<file path="src/rtl/bpd_pkg.sv">
// ----------------------------------------------------------------------------
// bpd_pkg
// Shared types and codes of the bitmap row pixel decoder: format codes,
// register indexes, channel payloads and the internal pixel token.
// ----------------------------------------------------------------------------
package bpd_pkg;

   // pixel format codes
   localparam logic [2:0] FMT_1BPP  = 3'd0;
   localparam logic [2:0] FMT_4BPP  = 3'd1;
   localparam logic [2:0] FMT_8BPP  = 3'd2;
   localparam logic [2:0] FMT_16BPP = 3'd3;
   localparam logic [2:0] FMT_24BPP = 3'd4;
   localparam logic [2:0] FMT_32BPP = 3'd5;

   // register indexes
   localparam logic CSR_PIXEL_FORMAT = 1'b0;
   localparam logic CSR_IMAGE_WIDTH  = 1'b1;
   localparam int   CSR_DATA_W       = 13;

   // commands
   localparam logic CMD_PIXEL   = 1'b0;
   localparam logic CMD_PALETTE = 1'b1;

   typedef struct packed {
      logic       command;
      logic [7:0] data_byte;
      logic [7:0] palette_index;
      logic [7:0] palette_red;
      logic [7:0] palette_green;
      logic [7:0] palette_blue;
   } req_payload_type;

   typedef struct packed {
      logic [7:0]  red;
      logic [7:0]  green;
      logic [7:0]  blue;
      logic [11:0] column;
      logic        row_end;
      logic        last;
   } rsp_payload_type;

   // one pixel on its way to the palette stage
   typedef struct packed {
      logic        pal;     // look up idx, else use rgb as is
      logic [7:0]  idx;
      logic [23:0] rgb;
      logic [11:0] column;
      logic        row_end;
      logic        last;
   } pixel_token_type;

   typedef struct packed {
      logic        en;
      logic [7:0]  idx;
      logic [23:0] rgb;
   } palette_write_type;

endpackage

</file>
<file path="src/rtl/bpd_chan_if.sv">
// ----------------------------------------------------------------------------
// bpd_chan_if
// Valid/ready channel carrying one payload per beat.
// ----------------------------------------------------------------------------
interface bpd_chan_if #(
   parameter type payload_type = logic [7:0]
);
   logic        valid;
   logic        ready;
   payload_type payload;

   modport source (output valid, output payload, input ready);
   modport sink   (input valid, input payload, output ready);
endinterface

</file>
<file path="src/rtl/bpd_out.sv">
// ----------------------------------------------------------------------------
// bpd_out
// Output register: holds a finished pixel until the sink takes the beat.
// ----------------------------------------------------------------------------
module bpd_out
   import bpd_pkg::*;
(
   input  logic            clock,
   input  logic            reset,
   input  rsp_payload_type pix,
   input  logic            pix_valid,
   output logic            pix_ready,
   bpd_chan_if.source      rsp
);
   logic            valid_ff, valid_in;
   rsp_payload_type data_ff;

   assign pix_ready = !valid_ff || rsp.ready;
   assign valid_in  = pix_ready ? pix_valid : valid_ff;

   always_ff @(posedge clock) begin
      if (reset) begin
         valid_ff <= 1'b0;
      end else begin
         valid_ff <= valid_in;
      end
   end

   always_ff @(posedge clock) begin
      if (pix_ready && pix_valid) begin
         data_ff <= pix;
      end
   end

   assign rsp.valid   = valid_ff;
   assign rsp.payload = data_ff;

endmodule

</file>
<file path="src/flat_wrapper.sv">
// flat-port wrapper written by rule: the top's interface ports become plain ports
module bpd_out_flat import bpd_pkg::*;
  (clock, reset, pix, pix_valid, pix_ready, rsp_valid, rsp_payload, rsp_ready);
  bpd_chan_if rsp_i ();
  input  logic clock;
  input  logic reset;
  input  rsp_payload_type pix;
  input  logic pix_valid;
  output logic pix_ready;
  output wire logic [$bits(rsp_i.valid)-1:0] rsp_valid;
  output wire logic [$bits(rsp_i.payload)-1:0] rsp_payload;
  input wire logic [$bits(rsp_i.ready)-1:0] rsp_ready;
  assign rsp_valid = rsp_i.valid;
  assign rsp_payload = rsp_i.payload;
  assign rsp_i.ready = rsp_ready;
  bpd_out u_core (.clock(clock), .reset(reset), .pix(pix), .pix_valid(pix_valid), .pix_ready(pix_ready), .rsp(rsp_i));
endmodule
</file>
<file path="config.mk">
export PLATFORM = sky130hd
export DESIGN_NAME = bpd_out_flat
export DESIGN_NICKNAME = d
export VERILOG_FILES = /design/src/rtl/bpd_pkg.sv /design/src/rtl/bpd_chan_if.sv /design/src/rtl/bpd_out.sv /design/src/flat_wrapper.sv
export SDC_FILE = /design/constraint.sdc
export NUM_CORES = 1
export LEC_CHECK = 0
export BUFFER_PORTS_ARGS = -buffer_cell sky130_fd_sc_hd__buf_2
export CELL_PAD_IN_SITES_DETAIL_PLACEMENT = 0
export CELL_PAD_IN_SITES_GLOBAL_PLACEMENT = 2
export CORE_UTILIZATION = 10
export CTS_CLUSTER_SIZE = 30
export DETAILED_ROUTE_END_ITERATION = 7
export PLACE_DENSITY = 0.73
export SKIP_CTS_REPAIR_TIMING = 1
export SLEW_MARGIN = 0
export SYNTH_ARGS = -nofsm -noshare
export SYNTH_HDL_FRONTEND = slang
export SYNTH_SLANG_ARGS = --single-unit
</file>
<file path="constraint.sdc">
create_clock -name clock -period 0.9 [get_ports clock]
set_clock_uncertainty 0.15 [all_clocks]
set_input_delay 0.18 -clock clock [delete_from_list [all_inputs] [get_ports clock]]
set_output_delay 0.18 -clock clock [all_outputs]
set_load 0.03 [all_outputs]
</file>
==> qor.yml, run 1 <==
sta:
  min_hold_slack_ps: -74.8
  timing.final.crit_period_ps: 1130
  setup_viol_count_final: 19
  worst_slew_pin_tran_ps: 117
  max_freq_mhz: 881
  maxSlewHeadroom_pct: 92.2
  grt_setup_unrepaired: "yes"
  slew_viol_final: 0
  report.final.hold_viol_count: 9
  final_min_period_over_clock_period_pct: 126
  fin_ws_ps: -235
finish:
  antenna-diode-count: 0
  instances_no_fill: 71
  nNetsFinal: 83
  sequential_cell_area_um2: 264
  layout-drive-gt1-share_pct: 75.0
  area_delta_synth_final_pct: 82.6
  multi_input_comb_area_um2: 31.3
  fillCellCount: 308
  postLayoutCoreUtil_pct: 19.4
grt:
  global_route.overflow_total: 0
  grt_pass1_vias: 223
  wire_length_of_the_first_global_routing_pass_um: 979
  grt_util_all_layers_pct: 4.27
  antenna_found_initial: 0
  maximum_number_of_pins_on_one_net_before_global_route_repair: 9
place:
  dp.final_hpwl_um: 519
  globalplace.congestion: 0.602
  port_buffers: 21
  numPlacedInstances: 66
pwr:
  leakage_nw: 0.230
  power_density_nw_per_um2: 1740
  vdd_drop_max_v: 0.000601
floorplan:
  die-area_um2: 3170
  placeableCoreArea_um2: 2780
  fp.dieH_um: 56.3
  initial_core_util_pct: 10.6
  ioPinCount: 52
  rows: 19
  floorplan.die.width_um: 56.3
setup_path:
  path_cells: "nand2b_4 > buf_6"
  reg2reg_from: "u_core.rsp.valid$_SDFFE_PP0P_"
  destination_of_the_worst_register_to_register_timing_path: "u_core.rsp.payload[4]$_DFFE_PP_"
  arrival_ps: 800
  required_time_at_the_worst_slack_endpoint_ps: 570
  timing.critical_path.to_type: "output pin"
  cpMaxStageDelayCell: "dfxtp_4"
  critPathLaunchType: "register"
  setup.worst_path.class: "register to output pin"
  critPathMaxFanout: 3
  cp_slowest_stage_delay_ps: 350
  worst-r2r-cell-count: 2
  rrSetupSlack_ps: -180
clocking:
  cts_tree: "yes"
  clockRootBuffer: "clkbuf_4"
  clk_latency_ps: 250
  cts.htree.levels: 1
  numClockSinks: 9
  clk_pin_slew_ps: 60
  max-clock-path-buffers: 2
  cts_made_buffers: 3
status:
  violations: "hold timing, setup timing"
  outcome: "finished, violations left"
yosys:
  yosys_register_bits: 9
  yosysUniqueCellTypes: 6
  synth_fp_nets: 55
  synth.cell_area_um2: 295
  ys_warn_count: 0
  instance_count_of_the_mapped_netlist: 13
  synth_sequential_area_ratio_pct: 88.1
  synth_area_per_cell_um2: 22.7
flow_run:
  max_cap_violations: 0
hold_path:
  hold_path_depth: 2
  hold_path_class: "input port to register"
  hold_path.startpoint: "reset"
  hold_path_end: "u_core.rsp.valid$_SDFFE_PP0P_"
detailed_routing:
  drtPass1Iterations: 2
  drtAntennaViolNets: 0
  remaining_drc_errors: 0
  routed_wl_um: 593
  routed_length_per_instance_um: 8.35
  vias_per_cell: 2.85
  vias: 202
  drtIter0Drc: 3
## layer usage
| metal | up-vias | share of wire, % | track usage [%] |
|---|---|---|---|
| met5 | - | 0 | 0 |
| met3 | 0 | 12 | 3.69 |
| li1 | 102 | - | - |
| met2 | 14 | 51 | 7.14 |
| met4 | 0 | 0 | 1.05 |
| met1 | 86 | 37 | 3.87 |
## sequential cells by signal, indices dropped and copies added (netlist names)
register,count
u_core.rsp.payload,8
u_core.rsp.valid,1
## power breakdown
part / internal (mW) / total [mW] / switching [mW]
registers: 0.483 / 0.494 / 0.0110
logic: 0.0731 / 0.154 / 0.0811
clock network: 0.170 / 0.292 / 0.123
## synth_stat cells
master / instances / area (um^2)
dfxtp_1: 1 / 20.0
inv_1: 1 / 3.75
nand2b_4: 1 / 13.8
edfxtp_1: 8 / 240
and2_4: 1 / 8.76
a21oi_2: 1 / 8.76
## area by class of cell
type | instances | share of cell area (%)
flip-flops and latches | 9 | 49.0
inverters | 1 | 0.696
clock buffers | 4 | 4.87
well taps | 31 | 7.19
repair buffers | 23 | 32.5
multi-input cells | 3 | 5.80
## worst max path at each step
stage	from	to	slack (ps)	depth (start not counted)
after floorplan	u_core.rsp.valid$_SDFFE_PP0P_	u_core.rsp.payload[0]$_DFFE_PP_	-260	2
after global placement	u_core.rsp.valid$_SDFFE_PP0P_	u_core.rsp.payload[7]$_DFFE_PP_	-140	2
after detailed placement	u_core.rsp.valid$_SDFFE_PP0P_	u_core.rsp.payload[7]$_DFFE_PP_	-150	2
after CTS	u_core.rsp.valid$_SDFFE_PP0P_	pix_ready	-300	2
after global routing	u_core.rsp.valid$_SDFFE_PP0P_	pix_ready	-260	2
final	u_core.rsp.valid$_SDFFE_PP0P_	pix_ready	-230	2
## through the flow
stage | TNS [ps] | setup slack, ps | power, mW | area (um^2)
2_1_floorplan | -2050 | -256 | 0.573 | 299
3_3_place_gp | -1150 | -143 | 0.623 | 450
3_5_place_dp | -1220 | -151 | 0.625 | 450
4_1_cts | -3690 | -302 | 0.929 | 477
5_1_grt | -4140 | -264 | 1.00 | 539
6_report | -3560 | -235 | 0.941 | 539
## critical path: cells and delay by family, from the launching register on
kind	cells	cell delay [ps]
flops	1	350
buf+inv	1	140
simple gates	1	60
## placed cells by master (no fill, tap or decap)
master    instances
and2_4            1
inv_1             1
buf_6             8
buf_2            11
dfxtp_4           1
buf_4             3
a21oi_2           1
clkbuf_4          4
nand2b_4          1
clkbuf_1          1
edfxtp_1          8
## logic make-up after synthesis
kind of cell / after synthesis / synth area share, %
flip-flops: 9 / 88.1
buffers and inverters: 1 / 1.27
AO/OA/AOI/OAI: 1 / 2.97
AND/OR/NAND/NOR: 2 / 7.63
Power figures use the tool's default switching activity.
==> run 2: changes to the inputs <==
--- a/config.mk
+++ b/config.mk
@@ -5,13 +5,14 @@
 export SDC_FILE = /design/constraint.sdc
 export NUM_CORES = 1
 export LEC_CHECK = 0
+export ABC_AREA = 1
 export BUFFER_PORTS_ARGS = -buffer_cell sky130_fd_sc_hd__buf_2
 export CELL_PAD_IN_SITES_DETAIL_PLACEMENT = 0
 export CELL_PAD_IN_SITES_GLOBAL_PLACEMENT = 2
 export CORE_UTILIZATION = 10
 export CTS_CLUSTER_SIZE = 30
 export DETAILED_ROUTE_END_ITERATION = 7
-export PLACE_DENSITY = 0.73
+export PLACE_DENSITY = 0.75
 export SKIP_CTS_REPAIR_TIMING = 1
 export SLEW_MARGIN = 0
 export SYNTH_ARGS = -nofsm -noshare
==> run 2 against run 1 <==
The run still ends with hold timing, setup timing left. Clock power shrank 3%. Critical path type unchanged. Synthesized cell count grew 7.7%. Via count grew 5.0%. Global-route usage is essentially flat. Final area grew 7.7%. Die area shrank 2.5%. Highest routed layer unchanged. Sequential share of layout area shrank 3.5 points.
==> qor.yml, run 2 <==
status:
  outcome: "finished, violations left"
  violations: "hold timing, setup timing"
setup_path:
  timing.critical_path.to_type: "output pin"
  reg2reg_from: "u_core.rsp.valid$_SDFFE_PP0P_"
  critPathLaunchType: "register"
  worst-r2r-cell-count: 1  # -1
  required_time_at_the_worst_slack_endpoint_ps: 570  # about the same
  instance_count_on_the_critical_path: 2  # unchanged
  crit_path_end: "rsp_valid"
  destination_of_the_worst_register_to_register_timing_path: "u_core.rsp.payload[4]$_DFFE_PP_"
  arrival_ps: 880  # +80 ps
  setup.worst_path.class: "register to output pin"
  category_of_cells_accounting_for_the_largest_share_of_critical_path_delay: "flip-flops"
  critPathMaxFanout: 2  # -1
  cp_slowest_stage_delay_ps: 350  # about the same
  critPathLaunch: "u_core.rsp.valid$_SDFFE_PP0P_"
  worstPathBufferInverterCount: 2  # +1
  cpMaxStageDelayCell: "dfxtp_4"
  path_cells: "buf_6 > clkbuf_4"
  rrSetupSlack_ps: -170  # about the same
yosys:
  postSynth.asyncResetShare_pct: 0  # unchanged
  synth_fp_nets: 56  # +1.8%
  synth_area_per_cell_um2: 20.6  # -9.5%
  yosys.area.top_type: "edfxtp_1"
  number_of_synthesized_flops_with_an_enable_pin: 8  # unchanged
  yosysUniqueCellTypes: 7  # +1
  instance_count_of_the_mapped_netlist: 14  # +1
  synth_sequential_area_ratio_pct: 90.4  # +2.3 points
  ys_top_cells_by_area: "edfxtp_1 (83%), dfxtp_1 (7.0%), a21oi_2 (3.0%)"
  synth_top_area_share_pct: 83.5  # +2.1 points
  synth_most_common_cell: "edfxtp_1"
  synth.cell_area_um2: 288  # -2.5%
  ys_warn_count: 0  # unchanged
  yosys_register_bits: 9  # unchanged
  postSynth.topFlopCell: "edfxtp_1"
floorplan:
  placeableCoreArea_um2: 2730  # -1.7%
  initial_core_util_pct: 10.5  # -0.090 points
  ioPinCount: 52  # unchanged
  rows: 19  # unchanged
  fp.dieH_um: 55.6  # -1.2%
  die-area_um2: 3100  # -2.5%
  floorplan.die.width_um: 55.6  # -1.2%
place:
  numPlacedInstances: 70  # +6.1%
  port_buffers: 21  # unchanged
  place_area_um2: 477  # +5.8%
  globalplace.congestion: 0.591  # -1.9%
finish:
  mostFrequentLayoutCell: "buf_2"
  layout-drive-gt1-share_pct: 75.0  # unchanged
  instances_no_fill: 75  # +5.6%
  final_area_um2: 581  # +7.7%
  layout_common_cells: "buf_2 (11), buf_6 (10), edfxtp_1 (8)"
  postLayoutCoreUtil_pct: 21.2  # +1.8 points
  nNetsFinal: 87  # +4.8%
  antenna-diode-count: 0  # unchanged
  area_delta_synth_final_pct: 102
  largest_register_ffs: 8  # unchanged
sta:
  final_min_period_over_clock_period_pct: 134  # +8.1 points
  worst_slew_pin_tran_ps: 268  # +151 ps
  grt_setup_unrepaired: "yes"
  slew_viol_final: 0  # unchanged
  max_freq_mhz: 828  # -6.0%
  maxSlewHeadroom_pct: 82.1  # -10 points
  setup_viol_count_final: 19  # unchanged
  min_hold_slack_ps: -41.7  # +33.0 ps
  fin_ws_ps: -307  # -72.9 ps
  report.final.hold_viol_count: 8  # -1
  timing.final.crit_period_ps: 1210  # +72.9 ps
clocking:
  clockRootBuffer: "clkbuf_4"
  clk_latency_ps: 240  # about the same
  clk_pin_slew_ps: 50  # about the same
  numClockSinks: 9  # unchanged
  cts_made_buffers: 3  # unchanged
  cts.htree.levels: 1  # unchanged
  cts_tree: "yes"
  max-clock-path-buffers: 2  # unchanged
grt:
  antenna_found_initial: 0  # unchanged
  maximum_number_of_pins_on_one_net_before_global_route_repair: 9  # unchanged
  grt_util_all_layers_pct: 4.29  # +0.026 points
  grt_pass1_vias: 240  # +7.6%
  wire_length_of_the_first_global_routing_pass_um: 917  # -6.3%
  global_route.overflow_total: 0  # unchanged
pwr:
  power_density_nw_per_um2: 1640  # -6.2%
  vdd_drop_max_v: 0.000623  # +3.8%
  leakage_nw: 0.251  # +8.9%
detailed_routing:
  routed_wl_um: 553  # -6.7%
  vias: 212  # +5.0%
  routed_length_per_instance_um: 7.37  # -12%
  drtAntennaViolNets: 0  # unchanged
  drtIter0Drc: 0  # -3
  drtPass1Iterations: 1  # -1
  vias_per_cell: 2.83  # -0.65%
  remaining_drc_errors: 0  # unchanged
hold_path:
  hold_path_class: "input port to register"
flow_run:
  max_cap_violations: 0  # unchanged
-- run 2: cell count changes in the layout (fill, tap and decap cells not counted), sizes merged --
cell | before | now
nand2 | 0 | 1
and2 | 1 | 0
nand2b | 1 | 0
buf | 22 | 24
a21oi | 1 | 2
inv | 1 | 2
dlygate4sd3 | 0 | 1
-- run 2: how the worst min path moves through the flow --
stage | start | to | slack, ps | depth (start not counted)
6_report | pix[7] | u_core.rsp.payload[7]$_DFFE_PP_ | -40 | 1
2_1_floorplan | reset | u_core.rsp.valid$_SDFFE_PP0P_ | 80 | 1
5_1_grt | pix[3] | u_core.rsp.payload[3]$_DFFE_PP_ | -50 | 1
4_1_cts | reset | u_core.rsp.valid$_SDFFE_PP0P_ | -80 | 2
3_3_place_gp | reset | u_core.rsp.valid$_SDFFE_PP0P_ | 180 | 2
3_5_place_dp | reset | u_core.rsp.valid$_SDFFE_PP0P_ | 190 | 2
-- run 2: logic make-up (layout without fill, tap and decap cells) --
family	count (synthesis)	after routing	share of synthesized area [%]
flip-flops	9	9	90.4
AO/OA/AOI/OAI	2	2	4.78
AND/OR/NAND/NOR	1	1	2.18
buffers and inverters	2	32	2.61
-- run 2: report_power, final --
part           internal, mW  leakage [nW]  switching (mW)
clock network         0.169        0.0150           0.113
logic                0.0831         0.149          0.0888
registers             0.484        0.0863          0.0122
-- run 2: cell type report --
class / count / area [um^2]
Fill cell: 294 / 2150
Sequential cell: 9 / 264
Timing Repair Buffer: 26 / 208
Tap cell: 31 / 38.8
Multi-Input combinational cell: 3 / 36.3
Clock buffer: 4 / 26.3
Inverter: 2 / 7.51
-- run 2: per-layer routing --
metal	routed length, um	GRT usage (%)
met5	0	0
met1	163	3.09
met3	78	3.72
met4	0	3.21
met2	311	7.06
-- run 2: per-stage QoR --
step / TNS (ps) / setup slack (ps) / power, mW
floorplan: -1400 / -173 / 0.574
global placement: -1550 / -167 / 0.637
detailed placement: -1550 / -166 / 0.639
CTS: -3980 / -412 / 0.929
global route: -4440 / -349 / 0.998
finish: -3580 / -307 / 0.950
==> run 3: changes to the inputs <==
--- a/config.mk
+++ b/config.mk
@@ -6,13 +6,14 @@
 export NUM_CORES = 1
 export LEC_CHECK = 0
 export ABC_AREA = 1
-export BUFFER_PORTS_ARGS = -buffer_cell sky130_fd_sc_hd__buf_2
+export BUFFER_PORTS_ARGS = -buffer_cell sky130_fd_sc_hd__buf_4
 export CELL_PAD_IN_SITES_DETAIL_PLACEMENT = 0
 export CELL_PAD_IN_SITES_GLOBAL_PLACEMENT = 2
 export CORE_UTILIZATION = 10
 export CTS_CLUSTER_SIZE = 30
 export DETAILED_ROUTE_END_ITERATION = 7
 export PLACE_DENSITY = 0.75
+export SETUP_SLACK_MARGIN = 0.4
 export SKIP_CTS_REPAIR_TIMING = 1
 export SLEW_MARGIN = 0
 export SYNTH_ARGS = -nofsm -noshare
==> run 3 against run 2 <==
The flow still finishes with violations (hold timing, setup timing). Die area unchanged. Maximum frequency decreased by 0.34%. Clock power increased by 7%. Via count increased by 7.1%.
==> qor.yml, run 3 (synthesized netlist as in run 2, its figures left out) <==
flow_run:
  max_cap_violations: 0  # unchanged
grt:
  wire_length_of_the_first_global_routing_pass_um: 917  # unchanged
  maximum_number_of_pins_on_one_net_before_global_route_repair: 9  # unchanged
  grt_pass1_vias: 222  # -7.5%
  global_route.overflow_total: 0  # unchanged
  antenna_found_initial: 0  # unchanged
  grt_util_all_layers_pct: 4.29  # about the same
detailed_routing:
  drtAntennaViolNets: 0  # unchanged
  detailroute.wirelength.met2_um: 325  # +4.5%
  routed_wl_um: 602  # +8.9%
  highest_routed_layer: "met3"
  drtIter0Drc: 3  # +3
  detailroute.wirelength.met3_um: 53  # -32%
  vias: 227  # +7.1%
  routedLengthMet1_um: 222  # +36%
  routed_length_per_instance_um: 8.03  # +8.9%
  vias_per_cell: 3.03  # +7.1%
  remaining_drc_errors: 0  # unchanged
  drtPass1Iterations: 2  # +1
pwr:
  vdd_drop_max_v: 0.000586  # -6.0%
  leakage_nw: 0.265  # +5.6%
  power_density_nw_per_um2: 1610  # -1.5%
finish:
  area_delta_synth_final_pct: 113
  layout-drive-gt1-share_pct: 77.3  # +2.3 points
  postLayoutCoreUtil_pct: 22.5  # +1.2 points
  mostFrequentLayoutCell: "buf_4"
  antenna-diode-count: 0  # unchanged
  nNetsFinal: 87  # unchanged
  largest_register_ffs: 8  # unchanged
  layout_common_cells: "buf_4 (16), buf_6 (9), edfxtp_1 (8)"
sta:
  slew_viol_final: 0  # unchanged
  worst_slew_pin_tran_ps: 127  # -141 ps
  final_min_period_over_clock_period_pct: 135  # +0.45 points
  maxSlewHeadroom_pct: 91.5  # +9.4 points
  grt_setup_unrepaired: "yes"
  timing.final.crit_period_ps: 1210  # +4.09 ps
  fin_setup_tns_ps: -4490  # -902 ps
  setup_viol_count_final: 19  # unchanged
  min_hold_slack_ps: -85.2  # -43.5 ps
  report.final.hold_viol_count: 9  # +1
  fin_ws_ps: -312  # -4.09 ps
  max_freq_mhz: 825  # -0.34%
clocking:
  cts_made_buffers: 3  # unchanged
  clk_latency_ps: 250  # about the same
  cts.htree.levels: 1  # unchanged
  numClockSinks: 9  # unchanged
  cts_tree: "yes"
  clockRootBuffer: "clkbuf_4"
  max-clock-path-buffers: 2  # unchanged
  clk_pin_slew_ps: 60  # about the same
place:
  port_buffers: 21  # unchanged
  globalplace.congestion: 0.579  # -2.0%
floorplan:
  placeableCoreArea_um2: 2730  # unchanged
  rows: 19  # unchanged
  fp.dieH_um: 55.6  # unchanged
  initial_core_util_pct: 10.5  # unchanged
  ioPinCount: 52  # unchanged
  floorplan.die.width_um: 55.6  # unchanged
  die-area_um2: 3100  # unchanged
hold_path:
  hold_path_class: "input port to register"
  hold_path_depth: 2  # +1
setup_path:
  critPathMaxFanout: 2  # unchanged
  arrival_ps: 880  # about the same
  setup.worst_path.class: "register to output pin"
  timing.critical_path.to_type: "output pin"
  worst-r2r-cell-count: 3  # +2
  required_time_at_the_worst_slack_endpoint_ps: 570  # about the same
  critPathLaunchType: "register"
status:
  outcome: "finished, violations left"
  violations: "hold timing, setup timing"
run 3: cell types whose count changed in the layout (fill, tap and decap cells not counted):
cell / before / now
dlygate4sd3_1: 1 / 0
buf_12: 0 / 1
buf_6: 10 / 9
buf_2: 11 / 0
buf_4: 3 / 16
clkbuf_4: 4 / 3
run 3: where the power goes:
group / internal [mW] / leakage (nW) / switching, mW
registers: 0.483 / 0.0863 / 0.0101
clock network: 0.170 / 0.0150 / 0.131
logic: 0.104 / 0.163 / 0.0927
run 3: path summary, 6_finish.rpt:
path              slack, ps                               to                           from
setup / recovery       -310                        pix_ready  u_core.rsp.valid$_SDFFE_PP0P_
hold / removal          -90    u_core.rsp.valid$_SDFFE_PP0P_                          reset
setup reg to reg       -280  u_core.rsp.payload[2]$_DFFE_PP_  u_core.rsp.valid$_SDFFE_PP0P_
hold reg to reg         520    u_core.rsp.valid$_SDFFE_PP0P_  u_core.rsp.valid$_SDFFE_PP0P_
run 3: layer usage:
metal	vias to the layer above	track usage, %
met3	0	3.02
met1	102	4.26
met2	13	6.20
met5	-	0
li1	112	-
met4	0	3.21
run 3: critical path, stage by stage (launching register included):
cell,delay [ps]
dfxtp_4,340
buf_6,110
nand2_4,50
buf_6,120
run 3: area by class of cell:
| class | instances | area (um^2) |
|---|---|---|
| clock buffer | 4 | 26.3 |
| fill | 290 | 2120 |
| inverter | 2 | 7.51 |
| multi-input combinational | 3 | 36.3 |
| sequential | 9 | 264 |
| tap | 31 | 38.8 |
| timing repair buffer | 26 | 241 |
run 3: metrics by stage:
step	worst slack, ps	total power, mW	cells	hold slack (ps)	instance area, um^2
after floorplan	-173	0.574	14	83.3	303
after global placement	-144	0.672	69	176	534
after detailed placement	-147	0.674	69	180	534
after CTS	-411	0.988	73	-99.4	561
after global routing	-361	1.06	75	-104	614
final	-312	0.991	75	-85.2	614
